`src/sv/cpu8x_pkg.sv`:
```
// ----------------------------------------------------------------------------
// cpu8x_pkg
// shared types and constants of the 8-bit cpu execute unit
// ----------------------------------------------------------------------------
package cpu8x_pkg;

  localparam logic [15:0] STACK_BASE = 16'h0100;
  localparam logic [7:0]  SP_RESET   = 8'hFD;
  localparam logic [7:0]  P_RESET    = 8'h24;

  // flag bit positions
  localparam int unsigned FC = 0;
  localparam int unsigned FZ = 1;
  localparam int unsigned FI = 2;
  localparam int unsigned FD = 3;
  localparam int unsigned FB = 4;
  localparam int unsigned FU = 5;
  localparam int unsigned FV = 6;
  localparam int unsigned FN = 7;

  typedef enum logic [6:0] {
    OP_ADC, OP_AND, OP_ASL_M, OP_ASL_A, OP_BCC, OP_BCS, OP_BEQ, OP_BIT, OP_BMI,
    OP_BNE, OP_BPL, OP_BRK, OP_BVC, OP_BVS, OP_CLC, OP_CLD, OP_CLI, OP_CLV,
    OP_CMP, OP_CPX, OP_CPY, OP_DEC, OP_DEX, OP_DEY, OP_EOR, OP_INC, OP_INX,
    OP_INY, OP_JMP, OP_JSR, OP_LDA, OP_LDX, OP_LDY, OP_LSR_M, OP_LSR_A,
    OP_NOP, OP_ORA, OP_PHA, OP_PHP, OP_PLA, OP_PLP, OP_ROL_M, OP_ROL_A,
    OP_ROR_M, OP_ROR_A, OP_RTI, OP_RTS, OP_SBC, OP_SEC, OP_SED, OP_SEI,
    OP_STA, OP_STX, OP_STY, OP_TAX, OP_TAY, OP_TSX, OP_TXA, OP_TXS, OP_TYA,
    OP_ALR, OP_ANC, OP_DCP, OP_ISB, OP_LAX, OP_RLA, OP_RRA, OP_SAX,
    OP_SLO, OP_SRE
  } op_e;

  typedef enum logic [1:0] {
    ST_IDLE,
    ST_READ,
    ST_EMIT
  } fsm_e;

  typedef struct packed {
    logic        is_write;
    logic [15:0] write_address;
    logic [7:0]  write_data;
    logic [15:0] next_pc;
    logic [1:0]  extra_cycles;
    logic        halted_out;
    logic [7:0]  flags_out;
    logic [7:0]  acc_out;
    logic        last;
  } res_t;

endpackage

```
`src/sv/cpu8x_if.sv`:
```
// ----------------------------------------------------------------------------
// cpu8x_in_if / cpu8x_out_if
// valid/ready channels of the execute unit
// ----------------------------------------------------------------------------
interface cpu8x_in_if;
  logic        valid;
  logic        ready;
  logic [6:0]  op;
  logic [15:0] operand_address;
  logic [7:0]  operand_data;
  logic [15:0] pc_in;

  modport source (output valid, op, operand_address, operand_data, pc_in, input ready);
  modport sink   (input valid, op, operand_address, operand_data, pc_in, output ready);
endinterface

interface cpu8x_out_if;
  logic        valid;
  logic        ready;
  logic        is_write;
  logic [15:0] write_address;
  logic [7:0]  write_data;
  logic [15:0] next_pc;
  logic [1:0]  extra_cycles;
  logic        halted_out;
  logic [7:0]  flags_out;
  logic [7:0]  acc_out;
  logic        last;

  modport source (output valid, is_write, write_address, write_data, next_pc,
                  extra_cycles, halted_out, flags_out, acc_out, last, input ready);
  modport sink   (input valid, is_write, write_address, write_data, next_pc,
                  extra_cycles, halted_out, flags_out, acc_out, last, output ready);
endinterface

```
`src/sv/cpu8_instruction_execute.sv`:
```
// ----------------------------------------------------------------------------
// cpu8_instruction_execute
// execute unit of a 6502 style cpu: registers, flags, stack page mirror
// ----------------------------------------------------------------------------
//  channel | dir | transaction
//  in_i    | in  | one decoded instruction: op, operand address/data, pc
//  out_o   | out | up to two bus writes, then one status item (last=1)
//
//  an instruction emits one result transaction at a time (1 to 3), after
//  stack page reads for pulls (1 byte for PLA/PLP, 2 RTS, 3 RTI)
//  the two-port stack mirror, read one byte a cycle, sets the pull cost
//  the next instruction is taken in the cycle its predecessor's status leaves
//  a stalled output holds in the result register; reset clears all mirror
//  valid bits at once
// ----------------------------------------------------------------------------
module cpu8_instruction_execute (
  input  logic       clk_i,
  input  logic       rst_ni,
  cpu8x_in_if.sink   in_i,
  cpu8x_out_if.source out_o
);

  // architectural state
  logic [7:0] a_q, x_q, y_q, s_q, p_q;
  logic       halt_q;

  // instruction register
  logic [6:0]  op_q;
  logic [15:0] addr_q, pc_q;
  logic [7:0]  data_q;

  // sequencer
  cpu8x_pkg::fsm_e state_q, state_d;
  logic [1:0] cnt_q, ph_q;
  logic [7:0] pb_q [3];

  // stack page mirror
  logic [7:0]   mem [256];
  logic [255:0] vld_q;
  logic [7:0]   rd_q;
  logic         rd_vld_q;
  logic [7:0]   rd_addr;
  logic [7:0]   rd_data;

  // output register
  cpu8x_pkg::res_t out_q, res;
  logic            out_vld_q;

  // execute results
  logic [7:0]  ex_a, ex_x, ex_y, ex_s, ex_p;
  logic        ex_halt;
  logic [15:0] ex_pc;
  logic [1:0]  ex_extra;
  logic [1:0]  ex_nwr;
  logic [15:0] wa0, wa1, wa_sel, rel;
  logic [7:0]  wd0, wd1;

  logic slot_free, emit, done, accept, halt_d, mem_we;
  logic [1:0] npull_cur, npull_new;

  // ---------------------------------------------------------------- helpers
  function automatic logic [7:0] nz(input logic [7:0] p, input logic [7:0] v);
    nz = {v[7], p[6:2], (v == 8'h00), p[0]};
  endfunction

  function automatic logic [15:0] adc(input logic [7:0] a, input logic [7:0] n,
                                      input logic [7:0] p);
    logic [8:0] sum;
    logic [7:0] q;
    sum = {1'b0, a} + {1'b0, n} + {8'h00, p[cpu8x_pkg::FC]};
    q = p;
    q[cpu8x_pkg::FV] = ~(a[7] ^ n[7]) & (a[7] ^ sum[7]);
    q[cpu8x_pkg::FC] = sum[8];
    adc = {nz(q, sum[7:0]), sum[7:0]};
  endfunction

  function automatic logic [7:0] cmpf(input logic [7:0] r, input logic [7:0] n,
                                      input logic [7:0] p);
    logic [8:0] sum;
    logic [7:0] q;
    sum = {1'b0, r} + {1'b0, ~n} + 9'd1;
    q = p;
    q[cpu8x_pkg::FC] = sum[8];
    cmpf = nz(q, sum[7:0]);
  endfunction

  // kind: 0 asl, 1 lsr, 2 rol, 3 ror; returns {flags, value}
  function automatic logic [15:0] shf(input logic [1:0] kind, input logic [7:0] n,
                                      input logic [7:0] p);
    logic [7:0] r, q;
    logic       co;
    unique case (kind)
      2'd0: begin r = {n[6:0], 1'b0};               co = n[7]; end
      2'd1: begin r = {1'b0, n[7:1]};               co = n[0]; end
      2'd2: begin r = {n[6:0], p[cpu8x_pkg::FC]};   co = n[7]; end
      default: begin r = {p[cpu8x_pkg::FC], n[7:1]}; co = n[0]; end
    endcase
    q = p;
    q[cpu8x_pkg::FC] = co;
    shf = {nz(q, r), r};
  endfunction

  function automatic logic [1:0] npull(input logic [6:0] op, input logic halted);
    if (halted) begin
      npull = 2'd0;
    end else begin
      unique case (op)
        cpu8x_pkg::OP_PLA, cpu8x_pkg::OP_PLP: npull = 2'd1;
        cpu8x_pkg::OP_RTS:                    npull = 2'd2;
        cpu8x_pkg::OP_RTI:                    npull = 2'd3;
        default:                              npull = 2'd0;
      endcase
    end
  endfunction

  // ---------------------------------------------------------------- execute
  always_comb begin
    logic [15:0] t;
    logic [15:0] ret;
    logic        br;
    ex_a = a_q; ex_x = x_q; ex_y = y_q; ex_s = s_q; ex_p = p_q;
    ex_halt = halt_q; ex_pc = pc_q; ex_extra = 2'd0; ex_nwr = 2'd0;
    wa0 = addr_q; wd0 = 8'h00; wa1 = 16'h0000; wd1 = 8'h00;
    br = 1'b0; t = 16'h0000;
    ret = pc_q - 16'd1;
    if (!halt_q) begin
      unique case (cpu8x_pkg::op_e'(op_q))
        cpu8x_pkg::OP_ADC: {ex_p, ex_a} = adc(a_q, data_q, p_q);
        cpu8x_pkg::OP_SBC: {ex_p, ex_a} = adc(a_q, ~data_q, p_q);
        cpu8x_pkg::OP_AND: begin ex_a = a_q & data_q; ex_p = nz(p_q, ex_a); end
        cpu8x_pkg::OP_EOR: begin ex_a = a_q ^ data_q; ex_p = nz(p_q, ex_a); end
        cpu8x_pkg::OP_ORA: begin ex_a = a_q | data_q; ex_p = nz(p_q, ex_a); end
        cpu8x_pkg::OP_ASL_M: begin {ex_p, wd0} = shf(2'd0, data_q, p_q); ex_nwr = 2'd1; end
        cpu8x_pkg::OP_LSR_M: begin {ex_p, wd0} = shf(2'd1, data_q, p_q); ex_nwr = 2'd1; end
        cpu8x_pkg::OP_ROL_M: begin {ex_p, wd0} = shf(2'd2, data_q, p_q); ex_nwr = 2'd1; end
        cpu8x_pkg::OP_ROR_M: begin {ex_p, wd0} = shf(2'd3, data_q, p_q); ex_nwr = 2'd1; end
        cpu8x_pkg::OP_ASL_A: {ex_p, ex_a} = shf(2'd0, a_q, p_q);
        cpu8x_pkg::OP_LSR_A: {ex_p, ex_a} = shf(2'd1, a_q, p_q);
        cpu8x_pkg::OP_ROL_A: {ex_p, ex_a} = shf(2'd2, a_q, p_q);
        cpu8x_pkg::OP_ROR_A: {ex_p, ex_a} = shf(2'd3, a_q, p_q);
        cpu8x_pkg::OP_BCC: br = ~p_q[cpu8x_pkg::FC];
        cpu8x_pkg::OP_BCS: br =  p_q[cpu8x_pkg::FC];
        cpu8x_pkg::OP_BEQ: br =  p_q[cpu8x_pkg::FZ];
        cpu8x_pkg::OP_BNE: br = ~p_q[cpu8x_pkg::FZ];
        cpu8x_pkg::OP_BMI: br =  p_q[cpu8x_pkg::FN];
        cpu8x_pkg::OP_BPL: br = ~p_q[cpu8x_pkg::FN];
        cpu8x_pkg::OP_BVC: br = ~p_q[cpu8x_pkg::FV];
        cpu8x_pkg::OP_BVS: br =  p_q[cpu8x_pkg::FV];
        cpu8x_pkg::OP_BIT: begin
          ex_p[cpu8x_pkg::FN] = data_q[7];
          ex_p[cpu8x_pkg::FV] = data_q[6];
          ex_p[cpu8x_pkg::FZ] = ((data_q & a_q) == 8'h00);
        end
        cpu8x_pkg::OP_BRK: ex_halt = 1'b1;
        cpu8x_pkg::OP_CLC: ex_p[cpu8x_pkg::FC] = 1'b0;
        cpu8x_pkg::OP_CLD: ex_p[cpu8x_pkg::FD] = 1'b0;
        cpu8x_pkg::OP_CLI: ex_p[cpu8x_pkg::FI] = 1'b0;
        cpu8x_pkg::OP_CLV: ex_p[cpu8x_pkg::FV] = 1'b0;
        cpu8x_pkg::OP_SEC: ex_p[cpu8x_pkg::FC] = 1'b1;
        cpu8x_pkg::OP_SED: ex_p[cpu8x_pkg::FD] = 1'b1;
        cpu8x_pkg::OP_SEI: ex_p[cpu8x_pkg::FI] = 1'b1;
        cpu8x_pkg::OP_CMP: ex_p = cmpf(a_q, data_q, p_q);
        cpu8x_pkg::OP_CPX: ex_p = cmpf(x_q, data_q, p_q);
        cpu8x_pkg::OP_CPY: ex_p = cmpf(y_q, data_q, p_q);
        cpu8x_pkg::OP_DEC: begin
          wd0 = data_q - 8'd1; ex_nwr = 2'd1; ex_p = nz(p_q, wd0);
        end
        cpu8x_pkg::OP_INC: begin
          wd0 = data_q + 8'd1; ex_nwr = 2'd1; ex_p = nz(p_q, wd0);
        end
        cpu8x_pkg::OP_DEX: begin ex_x = x_q - 8'd1; ex_p = nz(p_q, ex_x); end
        cpu8x_pkg::OP_DEY: begin ex_y = y_q - 8'd1; ex_p = nz(p_q, ex_y); end
        cpu8x_pkg::OP_INX: begin ex_x = x_q + 8'd1; ex_p = nz(p_q, ex_x); end
        cpu8x_pkg::OP_INY: begin ex_y = y_q + 8'd1; ex_p = nz(p_q, ex_y); end
        cpu8x_pkg::OP_JMP: ex_pc = addr_q;
        cpu8x_pkg::OP_JSR: begin
          wa0 = cpu8x_pkg::STACK_BASE + {8'h00, s_q};
          wd0 = ret[15:8];
          wa1 = cpu8x_pkg::STACK_BASE + {8'h00, s_q - 8'd1};
          wd1 = ret[7:0];
          ex_s = s_q - 8'd2; ex_pc = addr_q; ex_nwr = 2'd2;
        end
        cpu8x_pkg::OP_LDA: begin ex_a = data_q; ex_p = nz(p_q, data_q); end
        cpu8x_pkg::OP_LDX: begin ex_x = data_q; ex_p = nz(p_q, data_q); end
        cpu8x_pkg::OP_LDY: begin ex_y = data_q; ex_p = nz(p_q, data_q); end
        cpu8x_pkg::OP_PHA: begin
          wa0 = cpu8x_pkg::STACK_BASE + {8'h00, s_q}; wd0 = a_q;
          ex_s = s_q - 8'd1; ex_nwr = 2'd1;
        end
        cpu8x_pkg::OP_PHP: begin
          wa0 = cpu8x_pkg::STACK_BASE + {8'h00, s_q}; wd0 = p_q | 8'b0011_0000;
          ex_s = s_q - 8'd1; ex_nwr = 2'd1;
        end
        cpu8x_pkg::OP_PLA: begin
          ex_s = s_q + 8'd1; ex_a = pb_q[0]; ex_p = nz(p_q, pb_q[0]);
        end
        cpu8x_pkg::OP_PLP: begin
          ex_s = s_q + 8'd1;
          ex_p = (pb_q[0] & 8'b1100_1111) | (p_q & 8'b0001_0000) | 8'b0010_0000;
        end
        cpu8x_pkg::OP_RTI: begin
          ex_s = s_q + 8'd3;
          ex_p = (pb_q[0] & 8'b1100_1111) | (p_q & 8'b0001_0000) | 8'b0010_0000;
          ex_pc = {pb_q[2], pb_q[1]};
        end
        cpu8x_pkg::OP_RTS: begin
          ex_s = s_q + 8'd2; ex_pc = {pb_q[1], pb_q[0]} + 16'd1;
        end
        cpu8x_pkg::OP_STA: begin wd0 = a_q; ex_nwr = 2'd1; end
        cpu8x_pkg::OP_STX: begin wd0 = x_q; ex_nwr = 2'd1; end
        cpu8x_pkg::OP_STY: begin wd0 = y_q; ex_nwr = 2'd1; end
        cpu8x_pkg::OP_SAX: begin wd0 = a_q & x_q; ex_nwr = 2'd1; end
        cpu8x_pkg::OP_TAX: begin ex_x = a_q; ex_p = nz(p_q, a_q); end
        cpu8x_pkg::OP_TAY: begin ex_y = a_q; ex_p = nz(p_q, a_q); end
        cpu8x_pkg::OP_TSX: begin ex_x = s_q; ex_p = nz(p_q, s_q); end
        cpu8x_pkg::OP_TXA: begin ex_a = x_q; ex_p = nz(p_q, x_q); end
        cpu8x_pkg::OP_TXS: ex_s = x_q;
        cpu8x_pkg::OP_TYA: begin ex_a = y_q; ex_p = nz(p_q, y_q); end
        cpu8x_pkg::OP_ALR: {ex_p, ex_a} = shf(2'd1, a_q & data_q, p_q);
        cpu8x_pkg::OP_ANC: begin
          ex_a = a_q & data_q; ex_p = nz(p_q, ex_a);
          ex_p[cpu8x_pkg::FC] = ex_a[7];
        end
        cpu8x_pkg::OP_DCP: begin
          wd0 = data_q - 8'd1; ex_nwr = 2'd1; ex_p = cmpf(a_q, wd0, p_q);
        end
        cpu8x_pkg::OP_ISB: begin
          wd0 = data_q + 8'd1; ex_nwr = 2'd1; {ex_p, ex_a} = adc(a_q, ~wd0, p_q);
        end
        cpu8x_pkg::OP_LAX: begin
          ex_a = data_q; ex_x = data_q; ex_p = nz(p_q, data_q);
        end
        cpu8x_pkg::OP_RLA: begin
          t = shf(2'd2, data_q, p_q); wd0 = t[7:0]; ex_nwr = 2'd1;
          ex_a = a_q & t[7:0]; ex_p = nz(t[15:8], ex_a);
        end
        cpu8x_pkg::OP_RRA: begin
          t = shf(2'd3, data_q, p_q); wd0 = t[7:0]; ex_nwr = 2'd1;
          {ex_p, ex_a} = adc(a_q, t[7:0], t[15:8]);
        end
        cpu8x_pkg::OP_SLO: begin
          t = shf(2'd0, data_q, p_q); wd0 = t[7:0]; ex_nwr = 2'd1;
          ex_a = a_q | t[7:0]; ex_p = nz(t[15:8], ex_a);
        end
        cpu8x_pkg::OP_SRE: begin
          t = shf(2'd1, data_q, p_q); wd0 = t[7:0]; ex_nwr = 2'd1;
          ex_a = a_q ^ t[7:0]; ex_p = nz(t[15:8], ex_a);
        end
        default: ; // nop and unassigned codes
      endcase
      if (br) begin
        ex_extra = (addr_q[15:8] != pc_q[15:8]) ? 2'd2 : 2'd1;
        ex_pc = addr_q;
      end
    end
  end

  // ---------------------------------------------------------------- result select
  always_comb begin
    res = '0;
    if (ph_q < ex_nwr) begin
      res.is_write      = 1'b1;
      res.write_address = (ph_q == 2'd0) ? wa0 : wa1;
      res.write_data    = (ph_q == 2'd0) ? wd0 : wd1;
    end else begin
      res.next_pc      = ex_pc;
      res.extra_cycles = ex_extra;
      res.halted_out   = ex_halt;
      res.flags_out    = ex_p;
      res.acc_out      = ex_a;
      res.last         = 1'b1;
    end
  end

  // ---------------------------------------------------------------- control
  assign slot_free = !out_vld_q || out_o.ready;
  assign emit      = (state_q == cpu8x_pkg::ST_EMIT) && slot_free;
  assign done      = emit && res.last;
  assign in_i.ready = (state_q == cpu8x_pkg::ST_IDLE) || done;
  assign accept    = in_i.valid && in_i.ready;
  assign halt_d    = done ? ex_halt : halt_q;
  assign npull_cur = npull(op_q, halt_q);
  assign npull_new = npull(in_i.op, halt_d);

  // a write into the stack page also lands in the mirror
  assign wa_sel = res.write_address;
  assign rel    = wa_sel - cpu8x_pkg::STACK_BASE;
  assign mem_we = emit && res.is_write && (rel[15:8] == 8'h00);

  assign rd_addr = s_q + 8'd1 + {6'd0, cnt_q};
  assign rd_data = rd_vld_q ? rd_q : 8'h00;

  // next state
  always_comb begin
    state_d = state_q;
    unique case (state_q)
      cpu8x_pkg::ST_IDLE: begin
        if (accept) begin
          state_d = (npull_new != 2'd0) ? cpu8x_pkg::ST_READ : cpu8x_pkg::ST_EMIT;
        end
      end
      cpu8x_pkg::ST_READ: begin
        if (cnt_q == npull_cur) state_d = cpu8x_pkg::ST_EMIT;
      end
      cpu8x_pkg::ST_EMIT: begin
        if (done) begin
          if (accept) begin
            state_d = (npull_new != 2'd0) ? cpu8x_pkg::ST_READ : cpu8x_pkg::ST_EMIT;
          end else begin
            state_d = cpu8x_pkg::ST_IDLE;
          end
        end
      end
      default: state_d = cpu8x_pkg::ST_IDLE;
    endcase
  end

  always_ff @(posedge clk_i or negedge rst_ni) begin
    if (!rst_ni) begin
      state_q <= cpu8x_pkg::ST_IDLE;
    end else begin
      state_q <= state_d;
    end
  end

  // sequencer counters
  always_ff @(posedge clk_i or negedge rst_ni) begin
    if (!rst_ni) begin
      cnt_q <= 2'd0;
      ph_q  <= 2'd0;
    end else begin
      if (accept) begin
        cnt_q <= 2'd0;
        ph_q  <= 2'd0;
      end else begin
        if (state_q == cpu8x_pkg::ST_READ) cnt_q <= cnt_q + 2'd1;
        if (emit) ph_q <= ph_q + 2'd1;
      end
    end
  end

  // instruction register and pulled bytes
  always_ff @(posedge clk_i) begin
    if (accept) begin
      op_q   <= in_i.op;
      addr_q <= in_i.operand_address;
      data_q <= in_i.operand_data;
      pc_q   <= in_i.pc_in;
    end
    if ((state_q == cpu8x_pkg::ST_READ) && (cnt_q != 2'd0)) begin
      pb_q[cnt_q - 2'd1] <= rd_data;
    end
  end

  // architectural registers commit with the status item
  always_ff @(posedge clk_i or negedge rst_ni) begin
    if (!rst_ni) begin
      a_q    <= 8'h00;
      x_q    <= 8'h00;
      y_q    <= 8'h00;
      s_q    <= cpu8x_pkg::SP_RESET;
      p_q    <= cpu8x_pkg::P_RESET;
      halt_q <= 1'b0;
    end else if (done) begin
      a_q    <= ex_a;
      x_q    <= ex_x;
      y_q    <= ex_y;
      s_q    <= ex_s;
      p_q    <= ex_p;
      halt_q <= ex_halt;
    end
  end

  // stack mirror: one write port, one registered read port
  always_ff @(posedge clk_i) begin
    if (mem_we) mem[rel[7:0]] <= res.write_data;
    rd_q <= mem[rd_addr];
  end

  always_ff @(posedge clk_i or negedge rst_ni) begin
    if (!rst_ni) begin
      vld_q    <= '0;
      rd_vld_q <= 1'b0;
    end else begin
      if (mem_we) vld_q[rel[7:0]] <= 1'b1;
      rd_vld_q <= vld_q[rd_addr];
    end
  end

  // output register
  always_ff @(posedge clk_i or negedge rst_ni) begin
    if (!rst_ni) begin
      out_vld_q <= 1'b0;
    end else if (slot_free) begin
      out_vld_q <= emit;
    end
  end

  always_ff @(posedge clk_i) begin
    if (emit) out_q <= res;
  end

  assign out_o.valid         = out_vld_q;
  assign out_o.is_write      = out_q.is_write;
  assign out_o.write_address = out_q.write_address;
  assign out_o.write_data    = out_q.write_data;
  assign out_o.next_pc       = out_q.next_pc;
  assign out_o.extra_cycles  = out_q.extra_cycles;
  assign out_o.halted_out    = out_q.halted_out;
  assign out_o.flags_out     = out_q.flags_out;
  assign out_o.acc_out       = out_q.acc_out;
  assign out_o.last          = out_q.last;

endmodule

```
`src/flat_wrapper.sv`:
```
// flat-port wrapper written by rule: the top's interface ports become plain ports
module cpu8_instruction_execute_flat 
  (clk_i, rst_ni, in_i_valid, in_i_op, in_i_operand_address, in_i_operand_data, in_i_pc_in, in_i_ready, out_o_valid, out_o_is_write, out_o_write_address, out_o_write_data, out_o_next_pc, out_o_extra_cycles, out_o_halted_out, out_o_flags_out, out_o_acc_out, out_o_last, out_o_ready);
  cpu8x_in_if in_i_i ();
  cpu8x_out_if out_o_i ();
  input  logic clk_i;
  input  logic rst_ni;
  input wire logic [$bits(in_i_i.valid)-1:0] in_i_valid;
  input wire logic [$bits(in_i_i.op)-1:0] in_i_op;
  input wire logic [$bits(in_i_i.operand_address)-1:0] in_i_operand_address;
  input wire logic [$bits(in_i_i.operand_data)-1:0] in_i_operand_data;
  input wire logic [$bits(in_i_i.pc_in)-1:0] in_i_pc_in;
  output wire logic [$bits(in_i_i.ready)-1:0] in_i_ready;
  output wire logic [$bits(out_o_i.valid)-1:0] out_o_valid;
  output wire logic [$bits(out_o_i.is_write)-1:0] out_o_is_write;
  output wire logic [$bits(out_o_i.write_address)-1:0] out_o_write_address;
  output wire logic [$bits(out_o_i.write_data)-1:0] out_o_write_data;
  output wire logic [$bits(out_o_i.next_pc)-1:0] out_o_next_pc;
  output wire logic [$bits(out_o_i.extra_cycles)-1:0] out_o_extra_cycles;
  output wire logic [$bits(out_o_i.halted_out)-1:0] out_o_halted_out;
  output wire logic [$bits(out_o_i.flags_out)-1:0] out_o_flags_out;
  output wire logic [$bits(out_o_i.acc_out)-1:0] out_o_acc_out;
  output wire logic [$bits(out_o_i.last)-1:0] out_o_last;
  input wire logic [$bits(out_o_i.ready)-1:0] out_o_ready;
  assign in_i_i.valid = in_i_valid;
  assign in_i_i.op = in_i_op;
  assign in_i_i.operand_address = in_i_operand_address;
  assign in_i_i.operand_data = in_i_operand_data;
  assign in_i_i.pc_in = in_i_pc_in;
  assign in_i_ready = in_i_i.ready;
  assign out_o_valid = out_o_i.valid;
  assign out_o_is_write = out_o_i.is_write;
  assign out_o_write_address = out_o_i.write_address;
  assign out_o_write_data = out_o_i.write_data;
  assign out_o_next_pc = out_o_i.next_pc;
  assign out_o_extra_cycles = out_o_i.extra_cycles;
  assign out_o_halted_out = out_o_i.halted_out;
  assign out_o_flags_out = out_o_i.flags_out;
  assign out_o_acc_out = out_o_i.acc_out;
  assign out_o_last = out_o_i.last;
  assign out_o_i.ready = out_o_ready;
  cpu8_instruction_execute u_core (.clk_i(clk_i), .rst_ni(rst_ni), .in_i(in_i_i), .out_o(out_o_i));
endmodule
```
`config.mk`:
```
export PLATFORM = sky130hd
export DESIGN_NAME = cpu8_instruction_execute_flat
export DESIGN_NICKNAME = d
export VERILOG_FILES = /design/src/sv/cpu8x_pkg.sv /design/src/sv/cpu8x_if.sv /design/src/sv/cpu8_instruction_execute.sv /design/src/flat_wrapper.sv
export SDC_FILE = /design/constraint.sdc
export NUM_CORES = 2
export LEC_CHECK = 0
export BUFFER_PORTS_ARGS = -buffer_cell sky130_fd_sc_hd__buf_2
export CAP_MARGIN = 40
export CORE_MARGIN = 5
export CORE_UTILIZATION = 47
export DETAILED_ROUTE_END_ITERATION = 8
export PLACE_DENSITY = 0.68
export SKIP_CTS_REPAIR_TIMING = 1
export SYNTH_ARGS = -nofsm -noshare
export SYNTH_HDL_FRONTEND = slang
export SYNTH_SLANG_ARGS = --single-unit
```
`constraint.sdc`:
```
create_clock -name clk_i -period 18.18 [get_ports clk_i]
set_input_delay 3.636 -clock clk_i [delete_from_list [all_inputs] [get_ports clk_i]]
set_output_delay 3.636 -clock clk_i [all_outputs]
set_load 0.03 [all_outputs]
```
# == Word level (Yosys, flattened, before mapping) ==
# Memories as Yosys holds them, arrays and structs flattened. A register that Yosys moved wholly into a read port is not among the register bits.
# Cells that the tools add are included.
# Widths: inputs -> output; s select.
# totals
register_bits,413
ramBits,2072
n_memories,2
# classes
reduce_logical,82
addsub,35
eq_ne,79
n_lt_le_gt_ge,4
bitwise,34
n_mux,87
# mem_list
name,depth,width,read_ports,rd_clocked_by_memory_dff,write_ports,line_no,source
u_core.mem,256,8,1,1,1,cpu8_instruction_execute.sv:38,logic [7:0] mem [256];
u_core.pb_q,3,8,3,0,1,cpu8_instruction_execute.sv:35,logic [7:0] pb_q [3];
# ops
operator,count
$logic_not 8->1,36
$mux 8,33
$or 256x256->256,1
$eq 7x6->1 const B,35
$pmux 8 s19,1
$pmux 8 s16,1
$eq 7x5->1 const B,16
$mux 16,7
$pmux 1 s36,2
$add 8x8->9,7
$eq 7x4->1 const B,8
$pmux 16 s3,1
$pmux 8 s6,1
$eq 7x7->1 const B,6
$pmux 8 s5,1
$add 9x1->9,4
$add 9x1->9 const B,4
$add 8x1->8 const B,4
$pmux 8 s4,1
$sub 8x1->8 const B,4
$eq 7x3->1 const B,4
$mux 2,14
$reduce_or 2->1,14
$mux 25,1
50 further kinds,115

# == Logic depth before layout (Yosys ltp) ==
# depth
depth_word,14
depth_mapped,18
depth_no_buf,14

# == Least setup slack after synthesis ==
# No wires, ideal clock.
# synth_path
path_type,register to register
from,reg u_core.op_q[4]
to,mem u_core.mem[0][3] (data pin)
path_stages_with_launch,11
arrival_time_ns,12.798
synth_period_minus_slack_ns,15.050
setup_ns,2.253
path_slack_ns,3.130
required_ns,15.927
cell_sequence,edfxtp_1 > buf_4 > clkbuf_1 > and3b_1 > clkbuf_1 > nand3_1 > a211oi_1 > a221oi_1 > o211ai_1 > o21ai_0 > a211oi_1
# synth_lines
item,line_no,source
start: declaration,cpu8_instruction_execute.sv:28,logic [6:0] op_q;
start signal: assignment,cpu8_instruction_execute.sv:345,op_q <= in_i.op;
end: declaration,cpu8_instruction_execute.sv:38,

# == Final worst setup path ==
# layout_path
from,in out_o_ready
to,out in_i_ready
# layout_via
elab_chain_len,4
# layout_rtl
item,line_no,source
start: declaration,flat_wrapper.sv:24,input wire logic [$bits(out_o_i.ready)-1:0] out_o_ready;
$logic_or 1x1->1,cpu8_instruction_execute.sv:276,assign slot_free = !out_vld_q || out_o.ready;
$logic_and 1x1->1,cpu8_instruction_execute.sv:277,assign emit = (state_q == cpu8x_pkg::ST_EMIT) && slot_free;
named net u_core.emit,cpu8_instruction_execute.sv:58,"logic slot_free, emit, done, accept, halt_d, mem_we;"
$logic_and 1x1->1,cpu8_instruction_execute.sv:278,assign done = emit && res.last;
$logic_or 1x1->1,cpu8_instruction_execute.sv:279,assign in_i.ready = (state_q == cpu8x_pkg::ST_IDLE) || done;
end: declaration,flat_wrapper.sv:13,output wire logic [$bits(in_i_i.ready)-1:0] in_i_ready;
# The timed path passes the listed nets, and every way through them passes these cells.

==> results.toml <==
[power_and_ir_drop]
ir_worst_vdd_mv = 0.101
finalPower_mw = 12.3
p_leak_nw = 43.3
powerDensity_mw_per_mm2 = 102

[synth]
yosysTopAreaCellShare_pct = 60.9
synthArstFlopShare_pct = 12.2
synth.distinct_cells = 107
syn_area_per_cell_um2 = 17.2
synth_common_cells = "2179 x edfxtp_1, 576 x mux4_2, 572 x mux2i_1"
syn-instance-count = 6235
ys_seq_elements = 2491
ys_warn_count = 0
synth.most_common_cell = "edfxtp_1"
ys_seq_area_share_pct = 68.1
synth_flop_cell = "edfxtp_1"
synth_nets = 6391
synth_area_leader_cell = "edfxtp_1"
synthesis.area_mm2 = 0.107
synth_area_leaders = "edfxtp_1 61%, mux4_2 12%, dfrtp_1 6.9%, mux2i_1 5.3%, o21bai_1 1.8%"
synth-edff-count = 2179

[timing]
worst_pin_slew_ns = 1.09
max_slew_margin_pct = 27.2
layout_min_cycle_time_ns = 9.59
rsz0062_at_grt = "false"
finalClockSkew_ns = 0.0987
setup_viol = 0
fin_crit_sh_pct = 52.8
setup_tns_ns = 0
finalHoldViolCount = 0
report.final.slew_viol_count = 0
clock.fmax_mhz = 104

[worst_setup_path]
end_kind = "output pin"
setup.worst_path.start_class = "primary input"
critPathKind = "primary input to output pin"
worstReg2RegEnd = "u_core.rd_q[2]"
worstPathArrival_ns = 5.96
regToRegSetupSlack_ns = 11.47
required_ns = 14.54
startpoint = "out_o_ready"
worstRegToRegCells = 14
r2r-start = "u_core.s_q[1]"
crit_fanout = 64

[cells_and_area]
multiInputGateArea_mm2 = 0.0324
drive_gt1_share_pct = 20.7
nets = 6556
nFillCells = 17600
syn2layout_area_growth_pct = 12.8
ff_latch_area_mm2 = 0.0732

[clock_network]
cts_tree = "yes"
clk_pin_slew_ns = 0.06
cts_buffer_depth = 4
h-tree-depth = 5
cts_made_buffers = 274
clock_latency_ns = 0.94
cts_sinks = 2491
ctsRootBufferMaster = "clkbuf_16"

[hold_path]
holdPathStages = 1
min_to = "u_core.vld_q[78]"
min_from = "u_core.vld_q[78]"
hp-class = "register to register"

[die]
io_pins = 114
die_area_mm2 = 0.238
placeableCoreArea_mm2 = 0.227
num_rows = 175
start_util_pct = 47.2
die_w_um = 488
die_h_um = 488

[routing]
drc_errors = 3
dr.pass1.iters = 9
vias = 60000
via_per_inst = 6.25
wl_per_cell_um = 29.6
wirelength_mm = 284
ant_nets = 0
drtIter0Drc = 7231

[place]
place_congestion = 0.957
port_buffers = 112
dp_hpwl_mm = 176

[run]
cap_violations = 0

[run_status]
outcome = "finished with violations"
violations = "DRC"

[grt]
track_usage_pct = 23.7
grt_first_pass_wirelength_mm = 417
grt_max_degree = 126
grt.overflow.total = 0
grt_pass1_vias = 60100
antenna_found_initial = 10
[critical path: stages]
cell,delay [ns]
buf_2,0.09
nand2b_1,0.14
nand2b_1,0.20
inv_2,0.10
buf_4,0.61
nand2_1,0.64
o21ai_0,0.29
buf_2,0.25
[stage by stage]
step / instances / area [um^2] / hold slack, ns / util [%] / worst slack (ns)
2_1_floorplan: 6235 / 107000 / 0.429 / - / 3.13
3_3_place_gp: 9081 / 111000 / 0.448 / 49.0 / 8.65
3_5_place_dp: 9130 / 112000 / 0.456 / 49.4 / 8.54
4_1_cts: 9597 / 121000 / 0.470 / 53.2 / 8.54
5_1_grt: 9601 / 121000 / 0.480 / 53.2 / 8.32
6_report: 9605 / 121000 / 0.464 / 53.2 / 8.59
[area by class of cell]
class / instances / share of cell area, %
multi-input cells: 3243 / 26.8
well taps: 3009 / 3.11
inverters: 78 / 0.242
flip-flops and latches: 2491 / 60.4
repair buffers: 312 / 2.26
diodes: 5 / 0.0103
clock inverters: 142 / 1.16
clock buffers: 325 / 6.00
[power by group]
group | switching, mW | internal [mW] | leakage [nW]
logic | 0.484 | 0.148 | 12.0
clock network | 2.19 | 3.23 | 4.23
registers | 0.0275 | 6.27 | 27.1
[registers in the layout, indices dropped and copies added (netlist names), 8 cells and up]
signal	count
u_core.out_o.write_address	16
u_core.vld_q	256
u_core.pb_q	24
u_core.mem	2048
u_core.y_q	8
u_core.s_q	8
u_core.out_o.write_data	8
u_core.pc_q	16
u_core.addr_q	16
u_core.a_q	8
u_core.x_q	8
u_core.out_o.next_pc	16
u_core.data_q	8
u_core.out_o.acc_out	8
u_core.rd_q	8
[kinds of logic after synthesis]
group / count (synthesis) / synth area share, %
AOI/OAI and AO/OA: 863 / 5.69
DFF: 2491 / 68.1
buffers and inverters: 501 / 1.92
muxes: 1149 / 17.4
xor gates and xnor gates: 123 / 1.00
and+or+nand+nor: 1002 / 4.55
other: 1 / 0.00349
adders and majority gates: 105 / 1.29
[layer usage]
| layer | vias to the layer above | GRT usage [%] | routed length (um) |
|---|---|---|---|
| met3 | 600 | 4.40 | 23600 |
| met5 | - | 0 | 0 |
| met4 | 0 | 7.89 | 10000 |
| li1 | 25300 | - | - |
| met1 | 31300 | 33.6 | 117000 |
| met2 | 2805 | 37.3 | 134000 |
[placed cells by master (no fill, tap or decap), types with 18 or more instances in the layout]
cell and n:
clkbuf_1 38, a221oi_1 18, nand3_1 56, mux2i_1 572, inv_1 73, edfxtp_1 2179, o21ai_0 124, nor2b_1 25
mux4_2 576, nor3b_1 19, nand2b_1 20, clkinv_1 53, nand2_1 154, a22oi_1 48, ha_1 95, buf_2 117
bufinv_16 27, and3_1 24, a21o_1 21, o22ai_1 25, nor4_1 26, a222oi_1 21, clkbuf_16 282, a211oi_1 27
a31oi_1 24, nand4_1 35, nor3_1 72, and2_1 24, nor2_1 426, o21bai_1 254, o211ai_1 23, xor2_1 41
xnor2_1 77, buf_4 155, clkinv_2 40, a21oi_1 117, dfrtp_1 295, buf_16 28
[worst max-delay path by stage]
stage | endpoint | slack, ns
detailed placement | in_i_ready | 8.54
global placement | in_i_ready | 8.65
global route | in_i_ready | 8.32
CTS | in_i_ready | 8.54
floorplan | u_core.mem[0][3] | 3.13
finish | in_i_ready | 8.59
Note: power is estimated with default switching activity, not from simulation.
